File: config.mk
export PLATFORM = sky130hd
export DESIGN_NAME = pid_controller_clamped
export DESIGN_NICKNAME = d
export VERILOG_FILES = /design/src/design/pcc_pkg.sv /design/src/design/pcc_div.sv /design/src/design/pcc_dpath.sv /design/src/design/pcc_ctrl.sv /design/src/design/pid_controller_clamped.sv
export SDC_FILE = /design/constraint.sdc
export NUM_CORES = 2
export LEC_CHECK = 0
export BUFFER_PORTS_ARGS = -buffer_cell sky130_fd_sc_hd__buf_2
export CAP_MARGIN = 0
export CORE_MARGIN = 8
export CORE_UTILIZATION = 60
export CTS_BUF_LIST = sky130_fd_sc_hd__clkbuf_8
export DETAILED_ROUTE_END_ITERATION = 10
export GPL_ROUTABILITY_DRIVEN = 0
export MAX_ROUTING_LAYER = met4
export PLACE_DENSITY = 0.81
export SLEW_MARGIN = 10
export SYNTH_ARGS = -nofsm -noshare
export SYNTH_HDL_FRONTEND = slang
export SYNTH_SLANG_ARGS = --single-unit
File: constraint.sdc
create_clock -name clk_i -period 8.8 [get_ports clk_i]
set_input_delay 1.76 -clock clk_i [delete_from_list [all_inputs] [get_ports clk_i]]
set_output_delay 1.76 -clock clk_i [all_outputs]
set_load 0.01 [all_outputs]
File: src/design/pcc_pkg.sv
`timescale 1ns / 1ps
// pcc_pkg: widths, constants, register indexes and datapath commands
// for the clamped pid controller; used by all design files, depends on nothing

package pcc_pkg;

  // field and internal widths
  localparam int unsigned DATA_W     = 16;
  localparam int unsigned ERR_W      = 17;
  localparam int unsigned DELTA_W    = 18;
  localparam int unsigned ACC_W      = 48;
  localparam int unsigned LIM_W      = 40;
  localparam int unsigned CLAMP_W    = 41;
  localparam int unsigned MUL_A_W    = 42;
  localparam int unsigned MUL_B_W    = 18;
  localparam int unsigned PROD_W     = 60;
  localparam int unsigned DIV_N_W    = 56;
  localparam int unsigned DIV_D_W    = 16;
  localparam int unsigned DIV_STEPS  = DIV_N_W / 2;
  localparam int unsigned DIV_CNT_W  = $clog2(DIV_STEPS + 1);
  localparam int unsigned TERM_W     = 48;
  localparam int unsigned SUM_W      = 50;
  localparam int unsigned VAL_W      = 42;
  localparam int unsigned CFG_IDX_W  = 3;
  localparam int unsigned CFG_DATA_W = 40;

  // scale of milliseconds to seconds
  localparam int unsigned MS_SCALE = 1000;

  // accumulator saturation limits
  localparam logic signed [ACC_W-1:0] ACC_MAX = {1'b0, {(ACC_W-1){1'b1}}};
  localparam logic signed [ACC_W-1:0] ACC_MIN = {1'b1, {(ACC_W-1){1'b0}}};

  // register reset values
  localparam logic signed [DATA_W-1:0] GAIN_P_RST  = 16'sd256;
  localparam logic signed [DATA_W-1:0] GAIN_I_RST  = 16'sd0;
  localparam logic signed [DATA_W-1:0] GAIN_D_RST  = 16'sd0;
  localparam logic signed [DATA_W-1:0] OUT_MIN_RST = 16'sh8000;
  localparam logic signed [DATA_W-1:0] OUT_MAX_RST = 16'sh7fff;
  localparam logic [LIM_W-1:0]         LIMIT_RST   = 40'd1000000;

  // configuration register indexes
  typedef enum logic [CFG_IDX_W-1:0] {
    REG_GAIN_P  = 3'd0,
    REG_GAIN_I  = 3'd1,
    REG_GAIN_D  = 3'd2,
    REG_OUT_MIN = 3'd3,
    REG_OUT_MAX = 3'd4,
    REG_LIMIT   = 3'd5
  } reg_idx_e;

  // commands from controller to datapath
  typedef enum logic [4:0] {
    CMD_NONE,
    CMD_LOAD,
    CMD_MUL_EL,
    CMD_ACC,
    CMD_CLAMP,
    CMD_MUL_P,
    CMD_SAVE_P,
    CMD_MUL_I,
    CMD_DIV_I,
    CMD_SAVE_I,
    CMD_MUL_GD,
    CMD_MUL_K,
    CMD_DIV_D,
    CMD_SAVE_D,
    CMD_SUM,
    CMD_SCALE,
    CMD_LIMIT
  } cmd_e;

  // status from datapath to controller
  typedef struct packed {
    logic div_done;
    logic div_busy;
  } status_t;

endpackage

File: src/design/pcc_div.sv
`timescale 1ns / 1ps
// pcc_div: unsigned restoring divider, two quotient bits per cycle
// depends on pcc_pkg for widths

module pcc_div (
  input  logic                            clk_i,
  input  logic                            rst_ni,
  input  logic                            start_i,
  input  logic [pcc_pkg::DIV_N_W-1:0]     dividend_i,
  input  logic [pcc_pkg::DIV_D_W-1:0]     divisor_i,
  output logic                            busy_o,
  output logic                            done_o,
  output logic [pcc_pkg::DIV_N_W-1:0]     quotient_o
);

  logic                              busy_q, busy_d;
  logic                              done_q, done_d;
  logic [pcc_pkg::DIV_CNT_W-1:0]     cnt_q, cnt_d;
  logic [pcc_pkg::DIV_N_W-1:0]       quo_q, quo_d;
  logic [pcc_pkg::DIV_D_W-1:0]       rem_q, rem_d;
  logic [pcc_pkg::DIV_D_W-1:0]       den_q, den_d;

  logic [pcc_pkg::DIV_D_W:0]         try0, try1;
  logic [pcc_pkg::DIV_D_W-1:0]       rem_mid;
  logic                              bit0, bit1;

  // two dependent restoring steps
  always_comb begin
    try0    = {rem_q, quo_q[pcc_pkg::DIV_N_W-1]};
    bit0    = (try0 >= {1'b0, den_q});
    rem_mid = bit0 ? pcc_pkg::DIV_D_W'(try0 - {1'b0, den_q})
                   : try0[pcc_pkg::DIV_D_W-1:0];
    try1    = {rem_mid, quo_q[pcc_pkg::DIV_N_W-2]};
    bit1    = (try1 >= {1'b0, den_q});
  end

  // next state of the iteration
  always_comb begin
    busy_d = busy_q;
    done_d = 1'b0;
    cnt_d  = cnt_q;
    quo_d  = quo_q;
    rem_d  = rem_q;
    den_d  = den_q;
    if (start_i) begin
      busy_d = 1'b1;
      cnt_d  = pcc_pkg::DIV_CNT_W'(pcc_pkg::DIV_STEPS);
      quo_d  = dividend_i;
      rem_d  = '0;
      den_d  = divisor_i;
    end else if (busy_q) begin
      quo_d = {quo_q[pcc_pkg::DIV_N_W-3:0], bit0, bit1};
      rem_d = bit1 ? pcc_pkg::DIV_D_W'(try1 - {1'b0, den_q})
                   : try1[pcc_pkg::DIV_D_W-1:0];
      cnt_d = cnt_q - 1'b1;
      if (cnt_q == pcc_pkg::DIV_CNT_W'(1)) begin
        busy_d = 1'b0;
        done_d = 1'b1;
      end
    end
  end

  // control registers
  always_ff @(posedge clk_i or negedge rst_ni) begin
    if (!rst_ni) begin
      busy_q <= 1'b0;
      done_q <= 1'b0;
      cnt_q  <= '0;
    end else begin
      busy_q <= busy_d;
      done_q <= done_d;
      cnt_q  <= cnt_d;
    end
  end

  // data registers
  always_ff @(posedge clk_i) begin
    quo_q <= quo_d;
    rem_q <= rem_d;
    den_q <= den_d;
  end

  assign busy_o     = busy_q;
  assign done_o     = done_q;
  assign quotient_o = quo_q;

  // a new division never starts over a running one
  a_no_restart: assert property (@(posedge clk_i) disable iff (!rst_ni)
    start_i |-> !busy_q)
    else $error("divider started while busy");

  // done follows a busy cycle
  a_done_after_busy: assert property (@(posedge clk_i) disable iff (!rst_ni)
    done_q |-> $past(busy_q))
    else $error("divider done without running");

  // start leads into the busy phase
  a_start_busy: assert property (@(posedge clk_i) disable iff (!rst_ni)
    start_i |=> busy_q)
    else $error("divider did not start");

endmodule

File: src/design/pcc_dpath.sv
`timescale 1ns / 1ps
// pcc_dpath: config registers, controller state, shared multiplier and divider
// depends on pcc_pkg and pcc_div

module pcc_dpath (
  input  logic                                clk_i,
  input  logic                                rst_ni,
  input  pcc_pkg::cmd_e                       cmd_i,
  output pcc_pkg::status_t                    status_o,
  input  logic                                cfg_we_i,
  input  logic [pcc_pkg::CFG_IDX_W-1:0]       cfg_index_i,
  input  logic [pcc_pkg::CFG_DATA_W-1:0]      cfg_data_i,
  input  logic signed [pcc_pkg::DATA_W-1:0]   measured_i,
  input  logic signed [pcc_pkg::DATA_W-1:0]   setpoint_i,
  input  logic [pcc_pkg::DATA_W-1:0]          elapsed_ms_i,
  output logic signed [pcc_pkg::DATA_W-1:0]   drive_o,
  output logic                                output_clamped_o
);

  // configuration
  logic signed [pcc_pkg::DATA_W-1:0] gain_p_q, gain_i_q, gain_d_q;
  logic signed [pcc_pkg::DATA_W-1:0] out_min_q, out_max_q;
  logic [pcc_pkg::LIM_W-1:0]         limit_q;

  // controller state
  logic signed [pcc_pkg::ACC_W-1:0]  error_sum_q;
  logic signed [pcc_pkg::ERR_W-1:0]  last_err_q;
  logic                              first_q;

  // working registers
  logic signed [pcc_pkg::ERR_W-1:0]   err_q;
  logic signed [pcc_pkg::DELTA_W-1:0] delta_q;
  logic [pcc_pkg::DATA_W-1:0]         el_q;
  logic                               dzero_q;
  logic signed [pcc_pkg::CLAMP_W-1:0] clamped_q;
  logic signed [pcc_pkg::PROD_W-1:0]  prod_q;
  logic                               neg_q;
  logic signed [pcc_pkg::TERM_W-1:0]  term_p_q, term_i_q, term_d_q;
  logic signed [pcc_pkg::SUM_W-1:0]   sum_q;
  logic signed [pcc_pkg::VAL_W-1:0]   val_q;
  logic signed [pcc_pkg::DATA_W-1:0]  drive_q;
  logic                               flag_q;

  logic signed [pcc_pkg::ERR_W-1:0]   err_new;
  logic signed [pcc_pkg::MUL_A_W-1:0] mul_a;
  logic signed [pcc_pkg::MUL_B_W-1:0] mul_b;
  logic signed [pcc_pkg::PROD_W-1:0]  mul_p;
  logic                               mul_en;
  logic signed [pcc_pkg::ACC_W:0]     acc_sum;
  logic signed [pcc_pkg::ACC_W-1:0]   acc_sat;
  logic signed [pcc_pkg::ACC_W:0]     es_ext, lim_pos, lim_neg;
  logic [pcc_pkg::PROD_W-1:0]         prod_mag;
  logic                               div_start;
  logic [pcc_pkg::DIV_D_W-1:0]        div_den;
  logic [pcc_pkg::DIV_N_W-1:0]        div_quot;
  logic                               div_busy, div_done;
  logic signed [pcc_pkg::TERM_W-1:0]  quot_t, quot_s;
  logic signed [pcc_pkg::SUM_W-1:0]   sum_bias;
  logic signed [pcc_pkg::SUM_W-1:0]   sum_shift;
  logic signed [pcc_pkg::VAL_W-1:0]   omin, omax;

  assign err_new = pcc_pkg::ERR_W'(setpoint_i) - pcc_pkg::ERR_W'(measured_i);

  // multiplier operand select
  always_comb begin
    mul_a  = '0;
    mul_b  = '0;
    mul_en = 1'b1;
    case (cmd_i)
      pcc_pkg::CMD_MUL_EL: begin
        mul_a = pcc_pkg::MUL_A_W'(err_q);
        mul_b = $signed({2'b00, el_q});
      end
      pcc_pkg::CMD_MUL_P: begin
        mul_a = pcc_pkg::MUL_A_W'(err_q);
        mul_b = pcc_pkg::MUL_B_W'(gain_p_q);
      end
      pcc_pkg::CMD_MUL_I: begin
        mul_a = pcc_pkg::MUL_A_W'(clamped_q);
        mul_b = pcc_pkg::MUL_B_W'(gain_i_q);
      end
      pcc_pkg::CMD_MUL_GD: begin
        mul_a = pcc_pkg::MUL_A_W'(delta_q);
        mul_b = pcc_pkg::MUL_B_W'(gain_d_q);
      end
      pcc_pkg::CMD_MUL_K: begin
        mul_a = pcc_pkg::MUL_A_W'($signed(prod_q[pcc_pkg::DELTA_W+pcc_pkg::DATA_W-1:0]));
        mul_b = pcc_pkg::MUL_B_W'(pcc_pkg::MS_SCALE);
      end
      default: begin
        mul_en = 1'b0;
      end
    endcase
  end

  assign mul_p = pcc_pkg::PROD_W'(mul_a) * pcc_pkg::PROD_W'(mul_b);

  // saturating accumulate
  always_comb begin
    acc_sum = pcc_pkg::ACC_W'(1)'(0) + (pcc_pkg::ACC_W+1)'(error_sum_q)
            + (pcc_pkg::ACC_W+1)'($signed(prod_q[pcc_pkg::ERR_W+pcc_pkg::DATA_W-1:0]));
    if (acc_sum[pcc_pkg::ACC_W] != acc_sum[pcc_pkg::ACC_W-1]) begin
      acc_sat = acc_sum[pcc_pkg::ACC_W] ? pcc_pkg::ACC_MIN : pcc_pkg::ACC_MAX;
    end else begin
      acc_sat = acc_sum[pcc_pkg::ACC_W-1:0];
    end
  end

  // integral limit compare
  always_comb begin
    es_ext  = (pcc_pkg::ACC_W+1)'(error_sum_q);
    lim_pos = $signed({{(pcc_pkg::ACC_W+1-pcc_pkg::LIM_W){1'b0}}, limit_q});
    lim_neg = -lim_pos;
  end

  // divider operands and signed quotient
  assign prod_mag = prod_q[pcc_pkg::PROD_W-1] ? pcc_pkg::PROD_W'(-prod_q)
                                              : pcc_pkg::PROD_W'(prod_q);
  assign div_start = (cmd_i == pcc_pkg::CMD_DIV_I) || (cmd_i == pcc_pkg::CMD_DIV_D);
  assign div_den   = (cmd_i == pcc_pkg::CMD_DIV_D) ? el_q
                                                   : pcc_pkg::DIV_D_W'(pcc_pkg::MS_SCALE);
  assign quot_t    = $signed(div_quot[pcc_pkg::TERM_W-1:0]);
  assign quot_s    = neg_q ? -quot_t : quot_t;

  pcc_div u_div (
    .clk_i      (clk_i),
    .rst_ni     (rst_ni),
    .start_i    (div_start),
    .dividend_i (prod_mag[pcc_pkg::DIV_N_W-1:0]),
    .divisor_i  (div_den),
    .busy_o     (div_busy),
    .done_o     (div_done),
    .quotient_o (div_quot)
  );

  // divide by 256 toward zero
  always_comb begin
    sum_bias  = sum_q + (sum_q[pcc_pkg::SUM_W-1] ? pcc_pkg::SUM_W'(255) : '0);
    sum_shift = sum_bias >>> 8;
    omin      = pcc_pkg::VAL_W'(out_min_q);
    omax      = pcc_pkg::VAL_W'(out_max_q);
  end

  // configuration and controller state, reset to defined values
  always_ff @(posedge clk_i or negedge rst_ni) begin
    if (!rst_ni) begin
      gain_p_q    <= pcc_pkg::GAIN_P_RST;
      gain_i_q    <= pcc_pkg::GAIN_I_RST;
      gain_d_q    <= pcc_pkg::GAIN_D_RST;
      out_min_q   <= pcc_pkg::OUT_MIN_RST;
      out_max_q   <= pcc_pkg::OUT_MAX_RST;
      limit_q     <= pcc_pkg::LIMIT_RST;
      error_sum_q <= '0;
      last_err_q  <= '0;
      first_q     <= 1'b1;
    end else begin
      if (cfg_we_i) begin
        case (pcc_pkg::reg_idx_e'(cfg_index_i))
          pcc_pkg::REG_GAIN_P:  gain_p_q  <= $signed(cfg_data_i[pcc_pkg::DATA_W-1:0]);
          pcc_pkg::REG_GAIN_I:  gain_i_q  <= $signed(cfg_data_i[pcc_pkg::DATA_W-1:0]);
          pcc_pkg::REG_GAIN_D:  gain_d_q  <= $signed(cfg_data_i[pcc_pkg::DATA_W-1:0]);
          pcc_pkg::REG_OUT_MIN: out_min_q <= $signed(cfg_data_i[pcc_pkg::DATA_W-1:0]);
          pcc_pkg::REG_OUT_MAX: out_max_q <= $signed(cfg_data_i[pcc_pkg::DATA_W-1:0]);
          pcc_pkg::REG_LIMIT:   limit_q   <= cfg_data_i[pcc_pkg::LIM_W-1:0];
          default: begin
          end
        endcase
      end
      if (cmd_i == pcc_pkg::CMD_LOAD) begin
        last_err_q <= err_new;
        first_q    <= 1'b0;
      end
      if (cmd_i == pcc_pkg::CMD_ACC) begin
        error_sum_q <= acc_sat;
      end
    end
  end

  // working registers, no reset
  always_ff @(posedge clk_i) begin
    if (mul_en) begin
      prod_q <= mul_p;
    end
    case (cmd_i)
      pcc_pkg::CMD_LOAD: begin
        err_q   <= err_new;
        delta_q <= pcc_pkg::DELTA_W'(err_new) - pcc_pkg::DELTA_W'(last_err_q);
        el_q    <= elapsed_ms_i;
        dzero_q <= first_q || (elapsed_ms_i == '0);
      end
      pcc_pkg::CMD_CLAMP: begin
        if (es_ext > lim_pos) begin
          clamped_q <= pcc_pkg::CLAMP_W'(lim_pos);
        end else if (es_ext < lim_neg) begin
          clamped_q <= pcc_pkg::CLAMP_W'(lim_neg);
        end else begin
          clamped_q <= pcc_pkg::CLAMP_W'(es_ext);
        end
      end
      pcc_pkg::CMD_SAVE_P: begin
        term_p_q <= pcc_pkg::TERM_W'($signed(prod_q[pcc_pkg::ERR_W+pcc_pkg::DATA_W-1:0]));
      end
      pcc_pkg::CMD_DIV_I, pcc_pkg::CMD_DIV_D: begin
        neg_q <= prod_q[pcc_pkg::PROD_W-1];
      end
      pcc_pkg::CMD_SAVE_I: begin
        term_i_q <= quot_s;
      end
      pcc_pkg::CMD_SAVE_D: begin
        term_d_q <= dzero_q ? '0 : quot_s;
      end
      pcc_pkg::CMD_SUM: begin
        sum_q <= pcc_pkg::SUM_W'(term_p_q) + pcc_pkg::SUM_W'(term_i_q)
               + pcc_pkg::SUM_W'(term_d_q);
      end
      pcc_pkg::CMD_SCALE: begin
        val_q <= sum_shift[pcc_pkg::VAL_W-1:0];
      end
      pcc_pkg::CMD_LIMIT: begin
        if (val_q > omax) begin
          drive_q <= out_max_q;
          flag_q  <= 1'b1;
        end else if (val_q < omin) begin
          drive_q <= out_min_q;
          flag_q  <= 1'b1;
        end else begin
          drive_q <= val_q[pcc_pkg::DATA_W-1:0];
          flag_q  <= 1'b0;
        end
      end
      default: begin
      end
    endcase
  end

  assign status_o.div_done = div_done;
  assign status_o.div_busy = div_busy;
  assign drive_o           = drive_q;
  assign output_clamped_o  = flag_q;

endmodule

File: src/design/pcc_ctrl.sv
`timescale 1ns / 1ps
// pcc_ctrl: sequencer for one update, input and output handshakes
// depends on pcc_pkg for commands and status

module pcc_ctrl (
  input  logic              clk_i,
  input  logic              rst_ni,
  input  logic              in_valid_i,
  output logic              in_stall_o,
  output logic              out_valid_o,
  input  logic              out_stall_i,
  input  pcc_pkg::status_t  status_i,
  output pcc_pkg::cmd_e     cmd_o
);

  typedef enum logic [4:0] {
    S_IDLE,
    S_MUL_EL,
    S_ACC,
    S_CLAMP,
    S_MUL_P,
    S_SAVE_P,
    S_MUL_I,
    S_DIV_I,
    S_WAIT_I,
    S_SAVE_I,
    S_MUL_GD,
    S_MUL_K,
    S_DIV_D,
    S_WAIT_D,
    S_SAVE_D,
    S_SUM,
    S_SCALE,
    S_OUT
  } state_e;

  state_e state_q, state_d;
  logic   out_valid_q, out_valid_d;
  logic   wr_out;
  logic   slot_free;

  assign slot_free = !out_valid_q || !out_stall_i;

  // command decode and next state
  always_comb begin
    state_d = state_q;
    cmd_o   = pcc_pkg::CMD_NONE;
    wr_out  = 1'b0;
    case (state_q)
      S_IDLE: begin
        if (in_valid_i) begin
          cmd_o   = pcc_pkg::CMD_LOAD;
          state_d = S_MUL_EL;
        end
      end
      S_MUL_EL: begin
        cmd_o   = pcc_pkg::CMD_MUL_EL;
        state_d = S_ACC;
      end
      S_ACC: begin
        cmd_o   = pcc_pkg::CMD_ACC;
        state_d = S_CLAMP;
      end
      S_CLAMP: begin
        cmd_o   = pcc_pkg::CMD_CLAMP;
        state_d = S_MUL_P;
      end
      S_MUL_P: begin
        cmd_o   = pcc_pkg::CMD_MUL_P;
        state_d = S_SAVE_P;
      end
      S_SAVE_P: begin
        cmd_o   = pcc_pkg::CMD_SAVE_P;
        state_d = S_MUL_I;
      end
      S_MUL_I: begin
        cmd_o   = pcc_pkg::CMD_MUL_I;
        state_d = S_DIV_I;
      end
      S_DIV_I: begin
        cmd_o   = pcc_pkg::CMD_DIV_I;
        state_d = S_WAIT_I;
      end
      S_WAIT_I: begin
        if (status_i.div_done) begin
          state_d = S_SAVE_I;
        end
      end
      S_SAVE_I: begin
        cmd_o   = pcc_pkg::CMD_SAVE_I;
        state_d = S_MUL_GD;
      end
      S_MUL_GD: begin
        cmd_o   = pcc_pkg::CMD_MUL_GD;
        state_d = S_MUL_K;
      end
      S_MUL_K: begin
        cmd_o   = pcc_pkg::CMD_MUL_K;
        state_d = S_DIV_D;
      end
      S_DIV_D: begin
        cmd_o   = pcc_pkg::CMD_DIV_D;
        state_d = S_WAIT_D;
      end
      S_WAIT_D: begin
        if (status_i.div_done) begin
          state_d = S_SAVE_D;
        end
      end
      S_SAVE_D: begin
        cmd_o   = pcc_pkg::CMD_SAVE_D;
        state_d = S_SUM;
      end
      S_SUM: begin
        cmd_o   = pcc_pkg::CMD_SUM;
        state_d = S_SCALE;
      end
      S_SCALE: begin
        cmd_o   = pcc_pkg::CMD_SCALE;
        state_d = S_OUT;
      end
      S_OUT: begin
        if (slot_free) begin
          cmd_o   = pcc_pkg::CMD_LIMIT;
          wr_out  = 1'b1;
          state_d = S_IDLE;
        end
      end
      default: begin
        state_d = S_IDLE;
      end
    endcase
  end

  // output word held until taken
  assign out_valid_d = (out_valid_q && out_stall_i) || wr_out;

  // state and registered outputs
  always_ff @(posedge clk_i or negedge rst_ni) begin
    if (!rst_ni) begin
      state_q     <= S_IDLE;
      out_valid_q <= 1'b0;
    end else begin
      state_q     <= state_d;
      out_valid_q <= out_valid_d;
    end
  end

  assign in_stall_o  = (state_q != S_IDLE);
  assign out_valid_o = out_valid_q;

  // a result word never overwrites one still waiting
  a_no_overwrite: assert property (@(posedge clk_i) disable iff (!rst_ni)
    wr_out |-> (!out_valid_q || !out_stall_i))
    else $error("result word overwritten");

  // after an accepted word the input side is busy
  a_busy_after_accept: assert property (@(posedge clk_i) disable iff (!rst_ni)
    (in_valid_i && !in_stall_o) |=> in_stall_o)
    else $error("input accepted twice in a row");

  // a result word appears only after the output state
  a_valid_source: assert property (@(posedge clk_i) disable iff (!rst_ni)
    $rose(out_valid_q) |-> $past(state_q == S_OUT))
    else $error("output valid without a result");

endmodule

File: src/design/pid_controller_clamped.sv
`timescale 1ns / 1ps
// pid_controller_clamped: top level, joins controller and datapath
// depends on pcc_pkg, pcc_ctrl, pcc_dpath (and pcc_div below it)

// One update runs from acceptance to a result word through the sequencer's
// steps, which all share one multiplier, and through two divisions in the
// shared radix-4 divider (the integral term by 1000 and the derivative
// term by elapsed_ms), each awaited by the sequencer. A new word is
// accepted only while the sequencer is idle; the finished result sits in an
// output register, so the next word can be taken while it waits to be read.
// Configuration writes are accepted in every cycle and must be issued only
// while no update is in progress.

module pid_controller_clamped (
  input  logic                                clk_i,
  input  logic                                rst_ni,
  input  logic                                in_valid_i,
  output logic                                in_stall_o,
  input  logic signed [pcc_pkg::DATA_W-1:0]   measured_i,
  input  logic signed [pcc_pkg::DATA_W-1:0]   setpoint_i,
  input  logic [pcc_pkg::DATA_W-1:0]          elapsed_ms_i,
  output logic                                out_valid_o,
  input  logic                                out_stall_i,
  output logic signed [pcc_pkg::DATA_W-1:0]   drive_o,
  output logic                                output_clamped_o,
  input  logic                                cfg_valid_i,
  output logic                                cfg_ready_o,
  input  logic [pcc_pkg::CFG_IDX_W-1:0]       cfg_index_i,
  input  logic [pcc_pkg::CFG_DATA_W-1:0]      cfg_data_i
);

  pcc_pkg::cmd_e    cmd;
  pcc_pkg::status_t status;
  logic             cfg_we;

  // config port always ready
  assign cfg_ready_o = 1'b1;
  assign cfg_we      = cfg_valid_i && cfg_ready_o;

  pcc_ctrl u_ctrl (
    .clk_i       (clk_i),
    .rst_ni      (rst_ni),
    .in_valid_i  (in_valid_i),
    .in_stall_o  (in_stall_o),
    .out_valid_o (out_valid_o),
    .out_stall_i (out_stall_i),
    .status_i    (status),
    .cmd_o       (cmd)
  );

  pcc_dpath u_dpath (
    .clk_i            (clk_i),
    .rst_ni           (rst_ni),
    .cmd_i            (cmd),
    .status_o         (status),
    .cfg_we_i         (cfg_we),
    .cfg_index_i      (cfg_index_i),
    .cfg_data_i       (cfg_data_i),
    .measured_i       (measured_i),
    .setpoint_i       (setpoint_i),
    .elapsed_ms_i     (elapsed_ms_i),
    .drive_o          (drive_o),
    .output_clamped_o (output_clamped_o)
  );

endmodule
==> reports/metrics.cfg <==
[global_route]
grt_max_degree=107
grt_antenna_before_repair=12
globalRouteOverflowTotal=0
grt_pass1_wl_mm=312
grt_usage=0.334
first_global_vias=56100

[clock_network]
cts.path.max_buffers=3
cts_hold_buf=0
cts_buffers=110
h-tree-depth=3
clk_pin_slew_worst_paths_ps=70
cts.sinks=676
cts_root_buf=clkbuf_8
insertion_delay_ps=790
cts_tree=yes

[setup_path]
arrival_ps=9370
startpoint_type=flip-flop
required_ps=9340
endpoint_kind=flip-flop
crit_fanout=23
worstSetupPathType=reg -> reg
rr_worst_depth=31
slowest_delay_ps=560
slowest_stage=fa_1

[yosys]
syn_area_um2=67600
synth_edf_count=461
synth_nets=8380
syn_avg_cell_area_um2=9.60
ys_top_cells_by_area=fa_1 (22%), edfxtp_1 (20%), ha_1 (8.9%)
yosys_warnings=0
synth_common_cells=inv_1 (1032), nand2_1 (867), fa_1 (757), nor2_1 (521), ha_1 (483)
yosysTopAreaCellShare=0.224
ys_seq_elements=676
yosysMostFrequentCell=inv_1
async_flop_share=0.294
synth_cell_types=86
ys.flop_type=edfxtp_1
synth_largest_area_cell=fa_1
synth_seq_area_share=0.283
synth_cells=7044

[min_path]
hold_class=reg -> reg
min_path_cells=1

[drt]
drt-total-wl_mm=204
drt-wirelength-per-cell_um=22.7
detail-route-antenna-nets=0
vias=55400
drt_drc_violations_left=0
viasPerCell=6.16
firstDrtPassIters=10
drt_iter0_markers=5993

[status]
violations=setup timing
outcome=finished with violations

[die]
fp.coreArea_um2=112000
dieArea_um2=124000
start_util=0.603
num_rows=123
die_h_um=352
io_pins=116
chipWidth_um=352

[timing]
worst_slew_pin_slew_ps=1090
period_needed_ps=8830
max_freq_mhz=113
relSlewSlack=0.253
hold_violations=0
whs_ps=503
rsz0062_at_grt=yes
finalSetupViolations=3
drv_slew=0
fin_crit_sh=1.00
fin_worst_skew_ps=65.9
timing.final.ws_setup_ps=-28.4

[final_layout]
drive_gt1_frac=0.136
multi_input_area_um2=44200
final_nets=8716
fillers=8014
seq_area_um2=19200
utilization=0.673
areaGrowthSynthToFinish_pct=11.7
layout.cells.non_filler=8994

[run]
maxCapViolations=0

[placement]
dp_hpwl_mm=158
place_inst=8750
io_buffer_count=114

[repair_timing]
item / 4_1_cts / 5_1_grt
endpoints found under the setup margin: 18 / 22
buffers inserted: 1 / 17
resized for setup: 21 / 120
gates cloned: 0 / 2
pin swaps: 4 / 87
[critical path, delay by kind of cell (launching register included)]
kind	cells	cell delay (ps)
adders and majority gates	7	3400
and+or+nand+nor	7	1870
AOI/OAI and AO/OA	6	1420
buffers and inverters	10	1260
DFF	1	520
xor gates and xnor gates	1	90
[flip-flops by register name, summed over array words and instances, names as in the netlist, 41 cells and up]
name / cells
u_dpath.u_div.quotient_o: 56
u_dpath.clamped_q: 41
u_dpath.error_sum_q: 48
u_dpath.val_q: 42
u_dpath.term_d_q: 48
u_dpath.term_i_q: 48
u_dpath.prod_q: 57
u_dpath.sum_q: 50
[final timing paths]
kind | from | to | slack, ps
max reg2reg | u_ctrl.state_q[4]$_DFFE_PN0P_ | u_dpath.prod_q[53]$_DFFE_PN_ | -30
max | u_ctrl.state_q[4]$_DFFE_PN0P_ | u_dpath.prod_q[53]$_DFFE_PN_ | -30
min | u_dpath.first_q$_DFFE_PN1N_ | u_dpath.first_q$_DFFE_PN1N_ | 500
min in group asynchronous | rst_ni | u_dpath.out_max_q[15]$_DFFE_PN0P_ | 1050
max in group asynchronous | rst_ni | u_dpath.error_sum_q[41]$_DFFE_PN0N_ | 6280
min reg2reg | u_dpath.first_q$_DFFE_PN1N_ | u_dpath.first_q$_DFFE_PN1N_ | 500
[area by class of cell]
| class | instances | area share |
|---|---|---|
| tap | 1500 | 0.0248 |
| sequential | 676 | 0.254 |
| clock inverter | 70 | 0.00669 |
| multi-input combinational | 5041 | 0.585 |
| antenna | 21 | 0.000696 |
| timing repair buffer | 518 | 0.0526 |
| clock buffer | 135 | 0.0246 |
| inverter | 1033 | 0.0514 |
[metal layers]
layer,part of all wire,global-route usage,vias up
met1,0.36,0.407,26900
met4,0.077,0.210,0
met2,0.43,0.488,3324
li1,-,-,24300
met5,0,-,-
met3,0.13,0.0975,842
[stage by stage]
| stage | cell area, µm² | TNS [ps] | worst slack, ps |
|---|---|---|---|
| floorplan | 67700 | 0 | 3.11 |
| global placement | 72300 | -18570 | -1020 |
| detailed placement | 72300 | -27130 | -1250 |
| CTS | 74800 | 0 | 1.16 |
| global route | 75500 | -880 | -175 |
| finish | 75500 | -76.6 | -28.4 |
[kinds of logic after synthesis]
| logic type | count (synthesis) | share of synthesized area |
|---|---|---|
| adder cells (fa/ha/maj) | 1241 | 0.314 |
| XOR/XNOR | 355 | 0.0460 |
| other | 1 | 0.0000554 |
| AND/OR/NAND/NOR | 2019 | 0.134 |
| buffers and inverters | 1327 | 0.0738 |
| AO/OA/AOI/OAI | 1239 | 0.119 |
| flip-flops | 676 | 0.283 |
| multiplexers | 186 | 0.0303 |
[layout by cell type (no fill, tap or decap), drive strengths merged, types with 24 or more instances in the layout]
cell type,count
dfrtp,174
nand4,82
o22a,31
clkinv,33
a21o,159
xnor2,218
a21oi,306
mux2i,37
ha,483
nand2,867
o21bai,25
and3,33
nand3,103
and2,39
nor2,521
edfxtp,461
buf,515
a211oi,26
dfstp,25
xor2,137
a221o,40
inv,1063
nor3,83
o31ai,38
fa,757
o211ai,28
nand2b,54
o21a,24
or3,31
mux2,149
a31oi,36
o21ai,329
nor2b,96
clkbuf,138
nor4,28
a221oi,55
Power is not shown: default switching activity piles up to over one toggle a cycle in this logic, so the estimate is an artifact.
